===== config.mk =====
export PLATFORM = sky130hd
export DESIGN_NAME = edge_trigger_capture_gate_flat
export DESIGN_NICKNAME = d
export VERILOG_FILES = /design/src/rtl/core/etcg_pkg.sv /design/src/rtl/core/etcg_in_if.sv /design/src/rtl/core/etcg_out_if.sv /design/src/rtl/core/etcg_ctrl.sv /design/src/rtl/core/edge_trigger_capture_gate.sv /design/src/flat_wrapper.sv
export SDC_FILE = /design/constraint.sdc
export NUM_CORES = 1
export LEC_CHECK = 0
export BUFFER_PORTS_ARGS = -buffer_cell sky130_fd_sc_hd__buf_2
export CAP_MARGIN = 25
export CORE_MARGIN = 2
export CORE_UTILIZATION = 35
export CTS_BUF_LIST = sky130_fd_sc_hd__clkbuf_4 sky130_fd_sc_hd__clkbuf_8
export DETAILED_ROUTE_END_ITERATION = 7
export PLACE_DENSITY = 0.52
export SLEW_MARGIN = 10
export SYNTH_ARGS = -nofsm -noshare
export SYNTH_HDL_FRONTEND = slang
export SYNTH_SLANG_ARGS = --single-unit

===== constraint.sdc =====
create_clock -name i_clk -period 7.2 [get_ports i_clk]
set_input_delay 1.8 -clock i_clk [delete_from_list [all_inputs] [get_ports i_clk]]
set_output_delay 1.8 -clock i_clk [all_outputs]
set_load 0.02 [all_outputs]

===== src/rtl/core/etcg_pkg.sv =====
// etcg_pkg: shared types and constants for the edge trigger capture gate
// used by the channel interfaces, the trigger controller and the top level
// no dependencies

package etcg_pkg;

    // field widths
    localparam int SAMPLE_W = 12;
    localparam int COUNT_W  = 11;
    localparam int MODE_W   = 2;
    localparam int OP_W     = 2;
    localparam int CFG_IDX_W  = 2;
    localparam int CFG_DATA_W = 12;

    // largest frame length
    localparam logic [COUNT_W-1:0] BUFFER_SIZE = COUNT_W'(1024);

    // configuration register indexes
    localparam logic [CFG_IDX_W-1:0] REG_THRESHOLD = CFG_IDX_W'(0);
    localparam logic [CFG_IDX_W-1:0] REG_MODE      = CFG_IDX_W'(1);
    localparam logic [CFG_IDX_W-1:0] REG_COUNT     = CFG_IDX_W'(2);

    // reset values of the configuration registers
    localparam logic [SAMPLE_W-1:0] THRESHOLD_RST = SAMPLE_W'(2032);
    localparam logic [COUNT_W-1:0]  COUNT_RST     = COUNT_W'(992);

    typedef enum logic [OP_W-1:0] {
        OP_SAMPLE = 2'd0,
        OP_START  = 2'd1,
        OP_STOP   = 2'd2
    } t_opcode;

    typedef enum logic [MODE_W-1:0] {
        MODE_TOGGLE  = 2'd0,
        MODE_FALLING = 2'd1,
        MODE_RISING  = 2'd2
    } t_mode;

    typedef enum logic [2:0] {
        PH_IDLE    = 3'd0,
        PH_DIR     = 3'd1,
        PH_WATCH   = 3'd2,
        PH_CAPTURE = 3'd3
    } t_phase;

    // per-item decision of the trigger controller
    typedef struct packed {
        logic valid;
        logic last;
    } t_result;

endpackage


===== src/rtl/core/etcg_in_if.sv =====
// etcg_in_if: valid/ready channel carrying commands and adc samples
// depends on etcg_pkg

interface etcg_in_if;
    logic                          valid;
    logic                          ready;
    logic [etcg_pkg::OP_W-1:0]     opcode;
    logic [etcg_pkg::SAMPLE_W-1:0] sample_value;

    modport source (output valid, output opcode, output sample_value, input ready);
    modport sink   (input valid, input opcode, input sample_value, output ready);
endinterface


===== src/rtl/core/etcg_out_if.sv =====
// etcg_out_if: valid/ready channel carrying captured samples
// depends on etcg_pkg

interface etcg_out_if;
    logic                          valid;
    logic                          ready;
    logic [etcg_pkg::SAMPLE_W-1:0] captured_sample;
    logic                          frame_last;

    modport source (output valid, output captured_sample, output frame_last, input ready);
    modport sink   (input valid, input captured_sample, input frame_last, output ready);
endinterface


===== src/rtl/core/etcg_ctrl.sv =====
// etcg_ctrl: arm/fire state machine and frame counter
// depends on etcg_pkg

module etcg_ctrl (
    input  logic                          i_clk,
    input  logic                          i_rst_n,
    input  logic                          i_step,
    input  logic [etcg_pkg::OP_W-1:0]     i_opcode,
    input  logic [etcg_pkg::SAMPLE_W-1:0] i_sample,
    input  logic [etcg_pkg::SAMPLE_W-1:0] i_threshold,
    input  logic [etcg_pkg::MODE_W-1:0]   i_mode,
    input  logic [etcg_pkg::COUNT_W-1:0]  i_count,
    output etcg_pkg::t_result             o_res
);

    etcg_pkg::t_phase             r_phase, n_phase;
    logic                         r_wait_above, n_wait_above;
    logic                         r_fire_next, n_fire_next;
    logic [etcg_pkg::COUNT_W-1:0] r_remaining, n_remaining;

    logic                         above, below, hit;
    logic [etcg_pkg::COUNT_W-1:0] dec_remaining;
    logic [etcg_pkg::COUNT_W-1:0] load_count;

    // strict compares against the live threshold
    assign above = i_sample > i_threshold;
    assign below = i_sample < i_threshold;
    assign hit   = r_wait_above ? above : below;

    assign dec_remaining = (r_remaining == '0) ? '0 : r_remaining - 1'b1;
    assign load_count    = (i_count == '0) ? etcg_pkg::COUNT_W'(1) : i_count;

    // next state
    always_comb begin
        n_phase      = r_phase;
        n_wait_above = r_wait_above;
        n_fire_next  = r_fire_next;
        n_remaining  = r_remaining;
        unique case (etcg_pkg::t_opcode'(i_opcode))
            etcg_pkg::OP_STOP: begin
                n_phase      = etcg_pkg::PH_IDLE;
                n_wait_above = 1'b0;
                n_fire_next  = 1'b0;
                n_remaining  = '0;
            end
            etcg_pkg::OP_START: begin
                n_remaining = '0;
                unique case (etcg_pkg::t_mode'(i_mode))
                    etcg_pkg::MODE_TOGGLE: begin
                        n_phase      = etcg_pkg::PH_DIR;
                        n_wait_above = 1'b0;
                        n_fire_next  = 1'b1;
                    end
                    etcg_pkg::MODE_FALLING: begin
                        n_phase      = etcg_pkg::PH_WATCH;
                        n_wait_above = 1'b1;
                        n_fire_next  = 1'b0;
                    end
                    default: begin
                        // rising edge, also for the unused mode code
                        n_phase      = etcg_pkg::PH_WATCH;
                        n_wait_above = 1'b0;
                        n_fire_next  = 1'b0;
                    end
                endcase
            end
            etcg_pkg::OP_SAMPLE: begin
                unique case (r_phase)
                    etcg_pkg::PH_DIR: begin
                        n_wait_above = below;
                        n_phase      = etcg_pkg::PH_WATCH;
                    end
                    etcg_pkg::PH_WATCH: begin
                        if (hit) begin
                            if (!r_fire_next) begin
                                n_fire_next  = 1'b1;
                                n_wait_above = !r_wait_above;
                            end else begin
                                n_phase     = etcg_pkg::PH_CAPTURE;
                                n_remaining = load_count;
                            end
                        end
                    end
                    etcg_pkg::PH_CAPTURE: begin
                        n_remaining = dec_remaining;
                        if (dec_remaining == '0) begin
                            n_phase      = etcg_pkg::PH_IDLE;
                            n_wait_above = 1'b0;
                            n_fire_next  = 1'b0;
                        end
                    end
                    default: begin
                        n_phase = r_phase;
                    end
                endcase
            end
            default: begin
                // unused opcode leaves the state alone
                n_phase = r_phase;
            end
        endcase
    end

    // result for the current item
    always_comb begin
        o_res.valid = 1'b0;
        o_res.last  = 1'b0;
        if (etcg_pkg::t_opcode'(i_opcode) == etcg_pkg::OP_SAMPLE &&
            r_phase == etcg_pkg::PH_CAPTURE) begin
            o_res.valid = 1'b1;
            o_res.last  = (dec_remaining == '0);
        end
    end

    // state registers
    always_ff @(posedge i_clk) begin
        if (!i_rst_n) begin
            r_phase      <= etcg_pkg::PH_IDLE;
            r_wait_above <= 1'b0;
            r_fire_next  <= 1'b0;
            r_remaining  <= '0;
        end else if (i_step) begin
            r_phase      <= n_phase;
            r_wait_above <= n_wait_above;
            r_fire_next  <= n_fire_next;
            r_remaining  <= n_remaining;
        end
    end

endmodule


===== src/rtl/core/edge_trigger_capture_gate.sv =====
// edge_trigger_capture_gate: top level of the scope edge trigger and capture gate
// depends on etcg_pkg, etcg_in_if, etcg_out_if and etcg_ctrl
//
// Usage:
//   i_item carries commands (sample, start, stop) with a 12-bit adc sample.
//   o_result carries the samples captured after the trigger fires, with
//   frame_last set on the final sample of each frame.
//   Configuration (threshold, mode, frame length) is written through i_cfg_we /
//   i_cfg_idx / i_cfg_data; the user must do so only while the block is idle,
//   which the block itself does not enforce.
// Path: input register, then etcg_ctrl decision, then result register.
// Throughput: one item per cycle unless o_result stalls; the input register
//   and the result register each pass on one item per cycle, with the arm/fire
//   state updated by threshold compares and an 11-bit decrement.
// Stalls: the result register holds while o_result.ready is low; the input
//   register still takes one more item, then i_item.ready drops until the
//   result is taken.
// Reset: synchronous, active low; registers return to their reset values,
//   the trigger goes idle and both pipeline registers are emptied.

module edge_trigger_capture_gate (
    input  logic                            i_clk,
    input  logic                            i_rst_n,
    etcg_in_if.sink                         i_item,
    etcg_out_if.source                      o_result,
    input  logic                            i_cfg_we,
    input  logic [etcg_pkg::CFG_IDX_W-1:0]  i_cfg_idx,
    input  logic [etcg_pkg::CFG_DATA_W-1:0] i_cfg_data
);

    // configuration registers
    logic [etcg_pkg::SAMPLE_W-1:0] r_threshold;
    logic [etcg_pkg::MODE_W-1:0]   r_mode;
    logic [etcg_pkg::COUNT_W-1:0]  r_count;
    logic [etcg_pkg::COUNT_W-1:0]  n_count;

    // input and result registers
    logic                          r_in_valid;
    logic [etcg_pkg::OP_W-1:0]     r_in_op;
    logic [etcg_pkg::SAMPLE_W-1:0] r_in_sample;
    logic                          r_out_valid;
    logic [etcg_pkg::SAMPLE_W-1:0] r_out_sample;
    logic                          r_out_last;

    logic              advance;
    logic              step;
    etcg_pkg::t_result res;

    // saturate the frame length into one to buffer size
    always_comb begin
        n_count = i_cfg_data[etcg_pkg::COUNT_W-1:0];
        if (n_count == '0) begin
            n_count = etcg_pkg::COUNT_W'(1);
        end else if (n_count > etcg_pkg::BUFFER_SIZE) begin
            n_count = etcg_pkg::BUFFER_SIZE;
        end
    end

    // configuration writes
    always_ff @(posedge i_clk) begin
        if (!i_rst_n) begin
            r_threshold <= etcg_pkg::THRESHOLD_RST;
            r_mode      <= etcg_pkg::MODE_TOGGLE;
            r_count     <= etcg_pkg::COUNT_RST;
        end else if (i_cfg_we) begin
            unique case (i_cfg_idx)
                etcg_pkg::REG_THRESHOLD: r_threshold <= i_cfg_data;
                etcg_pkg::REG_MODE:      r_mode      <= i_cfg_data[etcg_pkg::MODE_W-1:0];
                etcg_pkg::REG_COUNT:     r_count     <= n_count;
                default: begin
                    r_count <= r_count;
                end
            endcase
        end
    end

    // pipeline flow control
    assign advance      = !r_out_valid || o_result.ready;
    assign step         = r_in_valid && advance;
    assign i_item.ready = !r_in_valid || advance;

    // input register
    always_ff @(posedge i_clk) begin
        if (!i_rst_n) begin
            r_in_valid <= 1'b0;
        end else if (i_item.ready) begin
            r_in_valid <= i_item.valid;
        end
    end

    always_ff @(posedge i_clk) begin
        if (i_item.ready && i_item.valid) begin
            r_in_op     <= i_item.opcode;
            r_in_sample <= i_item.sample_value;
        end
    end

    // trigger state machine
    etcg_ctrl u_ctrl (
        .i_clk       (i_clk),
        .i_rst_n     (i_rst_n),
        .i_step      (step),
        .i_opcode    (r_in_op),
        .i_sample    (r_in_sample),
        .i_threshold (r_threshold),
        .i_mode      (r_mode),
        .i_count     (r_count),
        .o_res       (res)
    );

    // result register
    always_ff @(posedge i_clk) begin
        if (!i_rst_n) begin
            r_out_valid <= 1'b0;
        end else if (advance) begin
            r_out_valid <= step && res.valid;
        end
    end

    always_ff @(posedge i_clk) begin
        if (step && res.valid) begin
            r_out_sample <= r_in_sample;
            r_out_last   <= res.last;
        end
    end

    assign o_result.valid           = r_out_valid;
    assign o_result.captured_sample = r_out_sample;
    assign o_result.frame_last      = r_out_last;

endmodule


===== src/flat_wrapper.sv =====
// flat-port wrapper written by rule: the top's interface ports become plain ports
module edge_trigger_capture_gate_flat 
  (i_clk, i_rst_n, i_cfg_we, i_cfg_idx, i_cfg_data, i_item_valid, i_item_opcode, i_item_sample_value, i_item_ready, o_result_valid, o_result_captured_sample, o_result_frame_last, o_result_ready);
  etcg_in_if i_item_i ();
  etcg_out_if o_result_i ();
  input  logic i_clk;
  input  logic i_rst_n;
  input  logic i_cfg_we;
  input  logic [etcg_pkg::CFG_IDX_W-1:0] i_cfg_idx;
  input  logic [etcg_pkg::CFG_DATA_W-1:0] i_cfg_data;
  input wire logic [$bits(i_item_i.valid)-1:0] i_item_valid;
  input wire logic [$bits(i_item_i.opcode)-1:0] i_item_opcode;
  input wire logic [$bits(i_item_i.sample_value)-1:0] i_item_sample_value;
  output wire logic [$bits(i_item_i.ready)-1:0] i_item_ready;
  output wire logic [$bits(o_result_i.valid)-1:0] o_result_valid;
  output wire logic [$bits(o_result_i.captured_sample)-1:0] o_result_captured_sample;
  output wire logic [$bits(o_result_i.frame_last)-1:0] o_result_frame_last;
  input wire logic [$bits(o_result_i.ready)-1:0] o_result_ready;
  assign i_item_i.valid = i_item_valid;
  assign i_item_i.opcode = i_item_opcode;
  assign i_item_i.sample_value = i_item_sample_value;
  assign i_item_ready = i_item_i.ready;
  assign o_result_valid = o_result_i.valid;
  assign o_result_captured_sample = o_result_i.captured_sample;
  assign o_result_frame_last = o_result_i.frame_last;
  assign o_result_i.ready = o_result_ready;
  edge_trigger_capture_gate u_core (.i_clk(i_clk), .i_rst_n(i_rst_n), .i_item(i_item_i), .o_result(o_result_i), .i_cfg_we(i_cfg_we), .i_cfg_idx(i_cfg_idx), .i_cfg_data(i_cfg_data));
endmodule

* After elaboration in Yosys (flattened, before gate mapping)
Cells that the tools add are included.
W data, S select, Z words.
** Word-level totals
- Register bits after elaboration :: 70
- Input port bits :: 33
- Output and inout bits :: 15
- Logic and storage cells :: 83
** Cells by class
- Add/sub/neg operators :: 1
- Order comparisons :: 3
- Equal/unequal tests :: 14
- Multiplexer cells :: 26
- Reductions and logical operators :: 26
** Operator list (count)
- $mux W11 :: 6
- $logic_not A11 Y1 :: 4
- $pmux W11 S2 :: 2
- $pmux W3 S3 :: 2
- $gt A12 B12 Y1 :: 1
- $lt A12 B12 Y1 :: 1
- $ne A3 B3 Y1 const B :: 4
- $reduce_and A6 Y1 :: 2
- $gt A11 B11 Y1 const B :: 1
- $sub A11 B1 Y11 const B :: 1
- $reduce_and A5 Y1 :: 2
- $mux W3 :: 3
- $pmux W1 S3 :: 3
- $mux W1 :: 7
- $eq A2 B1 Y1 const B :: 3
- $eq A3 B2 Y1 const B :: 2
- $logic_not A2 Y1 :: 3
- $reduce_and A2 Y1 :: 3
- $eq A2 B2 Y1 const B :: 2
- $logic_and A1 B1 Y1 :: 4
- $mux W2 :: 2
- $ne A4 B1 Y1 const B :: 1
- $eq A3 B1 Y1 const B :: 1
- $logic_not A1 Y1 :: 3
- other kinds (6) :: 7

* Logic depth before layout (Yosys ltp)
Gate-level depths: netlist (run 1).
- Depth in word-level cells :: 6
- Gate-level depth with buffers :: 10
- Gate-level depth less buffers :: 9

* Hierarchy
A second synthesis (run 1) with hierarchy kept.
** Second synthesis, totals
- Cell total of the unflattened synthesis :: 371
- Area total of the unflattened synthesis :: 3558.4 um^2
** Modules (own cells, without submodules)
- edge_trigger_capture_gate :: instances 1, cells an instance 150, area each 1950.6 um^2, sequential area each 1351.3 um^2
- etcg_ctrl :: instances 1, cells an instance 221, area each 1607.8 um^2, sequential area each 300.3 um^2

* Worst setup path after synthesis (run 1)
OpenSTA, ideal clock, no wires.
- Path kind :: input to output
- Start point :: in o_result_ready
- End point :: out i_item_ready
- Data arrival time :: 2.125 ns
- Required time :: 5.400 ns
- Setup slack :: 3.275 ns
- Stages on the path :: 2
- Path buffers :: 0
- Path through :: nor2b_1 nand2_1
** On the way
- Longest elaborated chain between the ends :: 2
** Ends and longest elaborated chain
- from (decl) :: RTL line flat_wrapper.sv:18 : input wire logic [$bits(o_result_i.ready)-1:0] o_result_ready;
- $logic_or A1 B1 Y1 :: RTL line edge_trigger_capture_gate.sv:78 : assign advance = !r_out_valid || o_result.ready;
- $logic_or A1 B1 Y1 :: RTL line edge_trigger_capture_gate.sv:80 : assign i_item.ready = !r_in_valid || advance;
- to (decl) :: RTL line flat_wrapper.sv:14 : output wire logic [$bits(i_item_i.ready)-1:0] i_item_ready;
No other way between the ends.

* Final worst setup path (run 1)
Ends and elaborated chain as after synthesis.

==> results_dict.tcl, run 1 <==
set metrics [dict create \
    routedWlPerCell_um 14.75 \
    synth_edf_count 27 \
    max_slew_margin_pct 47.93 \
    cp_slowest_cell "nor2b_1" \
    dr.pass1.iters 4 \
    stdcell_area_mm2 0.004033 \
    die_h_um 103.2 \
    end_kind "output port" \
    final_layout_size_suffix_gt1_share_pct 18.16 \
    syn_nets 403 \
    final_nets 447 \
    final-seq-area_mm2 0.001652 \
    cts_tree "yes" \
    cts_htree_levels 3 \
    cts_buffers 9 \
    diodes 0 \
    grt_pass1_wl_mm 12.72 \
    hold_viol 0 \
    outcome "complete, no violations" \
    syn_inst 353 \
    gp_congestion 0.8336 \
    drt_wl_total_mm 7.892 \
    postCtsSetupRepairBufs 0 \
    grt_pass1_vias 2587 \
    yosysWarnings 0 \
    arrival_ns 2.33 \
    critPathRequiredTime_ns 5.40 \
    ant_nets 0 \
    p_leak_nw 1.645 \
    io_pins 48 \
    coreArea_mm2 0.009639 \
    rr_worst_depth 9 \
    drt-initial-drc-count 129 \
    chipWidth_um 103.2 \
    overflow 0 \
    final_cell_count_no_fill 535 \
    syn-cell-area_mm2 0.003441 \
    fillers 980 \
    cp_cell_sequence "buf_2, nor2b_1, nand2_1, buf_2" \
    slew_violations 0 \
    clk_pin_slew_ns 0.08 \
    num_vias 2719 \
    setup_viol 0 \
    ctsResizeCount 0 \
    grt_max_degree 49 \
    initial_core_util_pct 35.70 \
    min_period_ns 4.132 \
    slowest_delay_ns 0.18 \
    crit_top_cell "buf_2" \
    synth_largest_area_cell "dfxtp_1" \
    drc 0 \
    syn2layout_area_growth_pct 17.20 \
    avgSynthCellArea_um2 9.747 \
    hold_depth 0 \
    clock-sinks 69 \
    dpl_cell_area_mm2 0.003787 \
    via_per_inst 5.082 \
    seq_area_frac_synth_pct 48.00 \
    critical_path_class "in -> out" \
    synth_common_cells "nand2_1, dfxtp_1, edfxtp_1" \
    synth_area_leaders "dfxtp_1, edfxtp_1, ha_1, nand2_1, nor2b_1" \
    async_flop_share_pct 0 \
    antenna_found_initial 0 \
    yosysUniqueCellTypes 56 \
    rsz0062_at_grt "no" \
    port_buffers 47 \
    synth_top_area_share_pct 24.44 \
    cts_hold_buf 0 \
    hpwl_mm 5.797 \
    max_freq_mhz 242.0 \
    grtUsageTotal_pct 15.68 \
    multiInputGateArea_mm2 0.001633 \
    row_count 36 \
    synth_most_common_cell "nand2_1" \
    power_density_mw_per_mm2 226.0 \
    cts_buffer_depth 2 \
    start_kind "input port" \
    dp_cells 519 \
    clock_latency_ns 0.34 \
    min_path_type "reg -> reg" \
    irDropWorstVdd_uv 127.2 \
    setup_tns_ns 0 \
    finalCritPeriodShare_pct 57.39 \
    synth_flop_cell "dfxtp_1" \
    tightestPinTransition_ns 0.7810 \
    critPathMaxFanout 3 \
    die_area_mm2 0.01064 \
    root_buffer "clkbuf_8" \
    ys_seq_elements 69 \
    fin_skew_ns 0.01000 \
    max-cap-violations 0 \
]
worst max-delay path, delay by kind of cell:
kind,cells,cell delay [ns]
buf+inv,2,0.26
simple gates,2,0.27
cell type report:
class,count,area share [%]
Sequential cell,69,40.96
Timing Repair Buffer,50,6.392
Inverter,21,1.955
Clock buffer,9,3.072
Tap cell,133,4.127
Clock inverter,7,3.010
Multi-Input combinational cell,246,40.49
sequential cells by signal, summed over array words and instances, names as in the netlist:
name and cells:
u_core.o_result.captured_sample 12, u_core.r_in_sample 12, u_core.r_in_valid 1, u_core.o_result.valid 1, u_core.u_ctrl.r_wait_above 1, u_core.u_ctrl.r_fire_next 1, u_core.r_mode 2, u_core.u_ctrl.r_phase 2
u_core.r_threshold 12, u_core.o_result.frame_last 1, u_core.u_ctrl.r_remaining 11, u_core.r_in_op 2, u_core.r_count 11
report_power, final:
part | leakage (nW) | switching [W] | total (W) | internal (W)
Clock | 0.124 | 0.000160 | 0.000392 | 0.000233
Sequential | 0.594 | 0.0000111 | 0.000429 | 0.000418
Combinational | 0.927 | 0.0000517 | 0.0000895 | 0.0000379
cells in the final DEF (no fill, tap or decap), types with 4 or more instances in the layout:
cell	netlist	final
mux2i_1	9	9
edfxtp_1	27	27
nor2b_1	19	19
nand2b_1	7	7
a21boi_1	4	4
a21boi_0	6	6
nor4_1	4	4
nor3b_1	8	8
o21ai_0	5	5
clkbuf_8	0	9
nand4_1	5	5
nand3_1	12	12
a31oi_1	4	4
nor2_1	12	12
o211ai_1	11	11
a31o_1	4	4
a21oi_1	17	17
ha_1	17	17
nand2_1	47	47
buf_2	5	47
dfxtp_1	42	42
o21ai_1	5	5
inv_1	21	21
path summary, 6_finish.rpt:
| kind | startpoint | endpoint | slack, ns |
|---|---|---|---|
| setup / recovery | o_result_ready | i_item_ready | 3.07 |
| hold / removal | u_core.r_in_sample[0]$_DFFE_PP_ | u_core.o_result.captured_sample[0]$_DFFE_PP_ | 0.46 |
| setup reg to reg | u_core.r_in_sample[7]$_DFFE_PP_ | u_core.u_ctrl.r_remaining[2]$_SDFFE_PN0P_ | 4.52 |
| hold reg to reg | u_core.r_in_sample[0]$_DFFE_PP_ | u_core.o_result.captured_sample[0]$_DFFE_PP_ | 0.46 |
layer usage:
layer  global-route usage [%]  share of wire (%)  wire [um]  up-vias
met1                    21.35                 48       3822     1276
li1                         -                  -          -     1369
met5                        0                  0          0        -
met4                    6.377                1.7        138        0
met2                    24.38                 46       3603       62
met3                    3.186                4.1        327       12
per-stage QoR:
| step | utilization (%) | setup WS, ns | hold slack, ns | total power [W] |
|---|---|---|---|---|
| finish | 41.84 | 3.068 | 0.4583 | 0.0009112 |
| global route | 41.84 | 2.976 | 0.4782 | 0.0009518 |
| CTS | 41.84 | 3.053 | 0.4641 | 0.0009241 |
| detailed placement | 39.29 | 3.051 | 0.4431 | 0.0005277 |
| global placement | 39.29 | 3.092 | 0.4401 | 0.0005265 |
| floorplan | - | 3.275 | 0.4264 | 0.0004983 |
kinds of logic after synthesis:
logic type | after synthesis | synth area share (%)
simple gates | 132 | 20.47
compound gates | 86 | 17.67
flops | 69 | 48.00
buf+inv | 38 | 4.545
fa+ha+maj | 17 | 6.182
mux | 9 | 2.618
xor+xnor | 2 | 0.5092
(Power assumes the default switching activity.)
==> run 2: changes to the inputs <==
PLACE_DENSITY = 0.54   (was 0.52)
clock period = 3.75 ns   (was 7.2 ns; I/O delays follow)
==> results_dict.tcl, run 2 (synthesis results as in run 1) <==
set metrics [dict create \
    dpl_cell_area_mm2 0.003787 \
    row_count 36 \
    stdcell_area_mm2 0.004011 \
    clock_latency_ns 0.35 \
    drt_wl_total_mm 7.721 \
    postCtsSetupRepairBufs 0 \
    finalCritPeriodShare_pct 69.81 \
    hold-worst-slack_ns 0.4680 \
    p_int_w 0.001252 \
    coreArea_mm2 0.009639 \
    start_kind "flop" \
    p_seq_share_pct 49.3 \
    setup_tns_ns 0 \
    arrival_ns 2.86 \
    max_freq_mhz 382.0 \
    chipWidth_um 103.2 \
    max_slew_margin_pct 49.87 \
    grt_pass1_vias 2648 \
    hold_viol 0 \
    cts_htree_levels 3 \
    num_vias 2697 \
    die_area_mm2 0.01064 \
    hpwl_mm 5.731 \
    die_h_um 103.2 \
    ant_nets 0 \
    antenna_found_initial 0 \
    cp.buffers_inverters 1 \
    irDropWorstVdd_uv 216.3 \
    final_layout_size_suffix_gt1_share_pct 18.16 \
    gp_congestion 0.8437 \
    via_per_inst 5.041 \
    drt-initial-drc-count 85 \
    max-cap-violations 0 \
    final_nets 447 \
    power_density_mw_per_mm2 417.5 \
    clk_pin_slew_ns 0.08 \
    io_pins 48 \
    power_frac_comb_pct 10.2 \
    syn2layout_area_growth_pct 16.58 \
    swShare_pct 25.26 \
    initial_core_util_pct 35.70 \
    cts_buffers 9 \
    overflow 0 \
    rsz0062_at_grt "no" \
    outcome "complete, no violations" \
    dr.pass1.iters 4 \
    ctsResizeCount 0 \
    min_period_ns 2.618 \
    grt_max_degree 49 \
    root_buffer "clkbuf_8" \
    setup_viol 0 \
    port_buffers 47 \
    cts_hold_buf 0 \
    cts_tree "yes" \
    clock-sinks 69 \
    drc 0 \
    cp_cell_sequence "ha_1, a21oi_1, o21a_1, o21bai_1, or4_1, a22oi_1, buf_4, o21ai_1, a32o_1" \
    power_frac_clock_pct 40.6 \
    fin_skew_ns 0.007103 \
    mostFrequentLayoutCells "nand2_1, buf_2, dfxtp_1" \
    p_leak_nw 1.622 \
    tightestPinTransition_ns 0.7520 \
    routedWlPerCell_um 14.43 \
    fillers 977 \
    critPathMaxFanout 20 \
    critPathTopFamily "compound AO/OA/AOI/OAI gates" \
    cts_buffer_depth 2 \
    cp_slowest_cell "or4_1" \
    critical_path_class "reg -> reg" \
    diodes 0 \
    min_path_type "reg -> reg" \
    power.total_w 0.001675 \
    slew_violations 0 \
    grtUsageTotal_pct 15.98 \
    critPathRequiredTime_ns 3.99 \
    end_kind "flop" \
    switchingPower_w 0.0004230 \
    grt_pass1_wl_mm 12.94 \
    slowest_delay_ns 0.57 \
]
[run 2: power by group through the flow]
stage	logic, W	registers, W	clock network [W]
2_1_floorplan	0.000125	0.000832	0
3_3_place_gp	0.000168	0.000842	0
3_5_place_dp	0.000171	0.000843	0
4_1_cts	0.000172	0.000825	0.000698
5_1_grt	0.000195	0.000829	0.000727
6_report	0.000170	0.000825	0.000680
[run 2: through the flow]
step                      util [%]  worst slack (ns)  instances
after floorplan                  -             1.238        353
after CTS                    41.61             1.122        535
after global placement       39.29             1.000        519
final                        41.61             1.132        535
after global routing         41.61            0.9052        535
after detailed placement     39.29            0.9707        519
[run 2: area by class of cell]
| cell class | instances | area, um2 | area share, % |
|---|---|---|---|
| sequential | 69 | 1652 | 41.17 |
| multi-input combinational | 246 | 1633 | 40.70 |
| timing repair buffer | 50 | 257.7 | 6.425 |
| tap | 133 | 166.4 | 4.148 |
| clock buffer | 9 | 123.9 | 3.088 |
| clock inverter | 7 | 100.1 | 2.495 |
| inverter | 21 | 78.83 | 1.965 |
[run 2: path summary, 6_finish.rpt]
kind,from,endpoint,slack (ns),cells past startpoint
max reg2reg,u_core.r_in_sample[7]$_DFFE_PP_,u_core.u_ctrl.r_remaining[2]$_SDFFE_PN0P_,1.13,9
max,u_core.r_in_sample[7]$_DFFE_PP_,u_core.u_ctrl.r_remaining[2]$_SDFFE_PN0P_,1.13,9
min,u_core.r_threshold[11]$_SDFFE_PN0P_,u_core.r_threshold[11]$_SDFFE_PN0P_,0.47,2
min reg2reg,u_core.r_threshold[11]$_SDFFE_PN0P_,u_core.r_threshold[11]$_SDFFE_PN0P_,0.47,2
[run 2: tightest hold or removal path, delay by kind of cell, from the launching register on]
kind	cells	cell delay [ns]
AOI/OAI and AO/OA	1	0.06
DFF	1	0.31
and+or+nand+nor	1	0.04
[run 2: metal layers]
layer,wire [um],track usage [%]
met1,3758,21.36
met2,3564,25.42
met3,291,4.000
met4,107,5.162
met5,0,0
==> run 3: changes to the inputs <==
ABC_AREA = 1   (was default)
clock period = 2.3 ns   (was 3.75 ns; I/O delays follow)
==> results_dict.tcl, run 3 <==
set metrics [dict create \
    outcome "complete, no violations" \
    cts_htree_levels 3 \
    die_h_um 102.4 \
    hpwl_mm 6.092 \
    synth_top_area_share_pct 24.83 \
    gp_congestion 0.8536 \
    grtUsageTotal_pct 17.36 \
    grt_pass1_wl_mm 13.79 \
    overflow 0 \
    synth_largest_area_cell "dfxtp_1" \
    p_leak_nw 1.780 \
    critical_path_class "reg -> reg" \
    max-cap-violations 0 \
    chipWidth_um 102.4 \
    async_flop_share_pct 0 \
    ys_seq_elements 69 \
    diodes 0 \
    synth_area_leaders "dfxtp_1, edfxtp_1, nand2_1, nor2_1, inv_1" \
    finalCritPeriodShare_pct 90.09 \
    clk_pin_slew_ns 0.09 \
    avgSynthCellArea_um2 8.100 \
    cts_buffers 9 \
    min_path_type "in -> reg" \
    max_freq_mhz 482.6 \
    power.total_w 0.002865 \
    mostFrequentLayoutCells "nand2_1, nor2_1, inv_1" \
    synth_most_common_cell "nand2_1" \
    die_area_mm2 0.01048 \
    yosysWarnings 0 \
    hold_depth 1 \
    via_per_inst 4.723 \
    syn_inst 418 \
    hold_viol 0 \
    syn_nets 468 \
    irDropWorstVdd_uv 321.4 \
    clock_latency_ns 0.36 \
    fin_skew_ns 0.01701 \
    initial_core_util_pct 36.30 \
    slowest_delay_ns 0.40 \
    yosysUniqueCellTypes 31 \
    coreArea_mm2 0.009328 \
    setup_viol 0 \
    routedWlPerCell_um 13.21 \
    fillers 955 \
    cp_cell_sequence "ha_1, a21oi_1, o21ai_1, nand2_1, nand3_1, nand2_1, nand3_2, nand2_2, nor2_1, buf_4, o21ai_0, nor2_1" \
    setup_tns_ns 0 \
    grt_max_degree 18 \
    critPathRequiredTime_ns 2.54 \
    drt_wl_total_mm 8.056 \
    syn-cell-area_mm2 0.003386 \
    max_slew_margin_pct 69.02 \
    port_buffers 47 \
    synth_common_cells "nand2_1, nor2_1, inv_1" \
    synth_flop_cell "dfxtp_1" \
    io_pins 48 \
    row_count 35 \
    end_kind "flop" \
    final_nets 526 \
    power_density_mw_per_mm2 712.2 \
    grt_pass1_vias 2847 \
    final_common_cell "nand2_1" \
    drc 0 \
    tightestPinTransition_ns 0.4611 \
    slew_violations 0 \
    postCtsSetupRepairBufs 0 \
    min_period_ns 2.072 \
    rsz0062_at_grt "no" \
    root_buffer "clkbuf_8" \
    syn2layout_area_growth_pct 18.81 \
    dr.pass1.iters 4 \
    cts_buffer_depth 2 \
    seq_area_frac_synth_pct 48.78 \
    arrival_ns 2.31 \
    cp_slowest_cell "edfxtp_1" \
    critPathMaxFanout 11 \
    ant_nets 0 \
    num_vias 2881 \
    final_layout_size_suffix_gt1_share_pct 19.13 \
    drt-initial-drc-count 133 \
    cts_tree "yes" \
    rr_worst_depth 12 \
    synth_edf_count 27 \
    antenna_found_initial 0 \
    start_kind "flop" \
    clock-sinks 69 \
]
==> run 3: changes by cell type after synthesis, moves of 11 or more <==
cell,delta
nor2_1,+47
o21ai_0,+28
a21oi_1,+11
nor2b_1,-19
nand2_1,+31
inv_1,+36
==> run 3: logic make-up (layout without fill, tap and decap cells) <==
logic type               count (synthesis)  after routing  synth area share (%)
AND/OR/NAND/NOR                        185            185                 24.35
adder cells (fa/ha/maj)                 17             17                 6.282
buffers and inverters                   69            132                 7.834
XOR/XNOR                                 1              1                0.2587
flip-flops                              69             69                 48.78
AO/OA/AOI/OAI                           77             77                 12.49
==> run 3: power by group <==
| part | internal (W) | leakage, nW | switching, W |
|---|---|---|---|
| registers | 0.00133 | 0.596 | 0.0000428 |
| clock network | 0.000522 | 0.0969 | 0.000502 |
| logic | 0.000168 | 1.09 | 0.000298 |
==> run 3: worst paths after layout <==
path | startpoint | to | slack (ns)
setup / recovery | u_core.r_in_sample[1]$_DFFE_PP_ | u_core.u_ctrl.r_remaining[2]$_SDFFE_PN0P_ | 0.23
hold / removal | i_item_sample_value[4] | u_core.r_in_sample[4]$_DFFE_PP_ | 0.38
setup reg to reg | u_core.r_in_sample[1]$_DFFE_PP_ | u_core.u_ctrl.r_remaining[2]$_SDFFE_PN0P_ | 0.23
hold reg to reg | u_core.r_in_sample[9]$_DFFE_PP_ | u_core.o_result.captured_sample[9]$_DFFE_PP_ | 0.46
==> run 3: per-layer routing <==
layer	part of all wire, %	wire length [um]	GRT usage (%)	vias to the layer above
met1	48	3854	22.99	1322
met3	4.2	336	3.899	7
met5	0	0	0	-
met4	0.93	75	5.846	0
li1	-	-	-	1493
met2	47	3790	28.14	59
==> run 3: cell type report <==
class,instances,area [um2],share of cell area [%]
Tap cell,129,161.4,4.012
Clock inverter,6,71.32,1.773
Inverter,60,225.2,5.599
Timing Repair Buffer,56,302.8,7.527
Multi-Input combinational cell,280,1479,36.77
Sequential cell,69,1652,41.06
Clock buffer,10,131.4,3.266
==> run 3: per-stage QoR <==
stage | hold slack [ns] | utilization [%] | cell area (um2) | setup WS, ns | instances
global placement | 0.4404 | 40.85 | 3810 | 0.07541 | 594
detailed placement | 0.4438 | 40.85 | 3810 | 0.006720 | 594
finish | 0.3850 | 43.13 | 4023 | 0.2280 | 610
CTS | 0.3706 | 43.04 | 4015 | 0.1313 | 610
global route | 0.3560 | 43.13 | 4023 | 0.008547 | 610
floorplan | 0.4264 | - | 3386 | 0.1519 | 418
==> run 3: what timing repair did <==
action,4_1_cts,5_1_grt
resized for setup,1,5
endpoints found under the setup margin,1,11
hold buffers,0,0
cloned,0,0
pin swaps,0,1
==> run 3: critical path: cells and delay by family, from the launching register on <==
kind                     cells  cell delay, ns
AO/OA/AOI/OAI                3            0.42
adder cells (fa/ha/maj)      1            0.33
buffers and inverters        1            0.17
flip-flops                   1            0.40
AND/OR/NAND/NOR              7            0.61
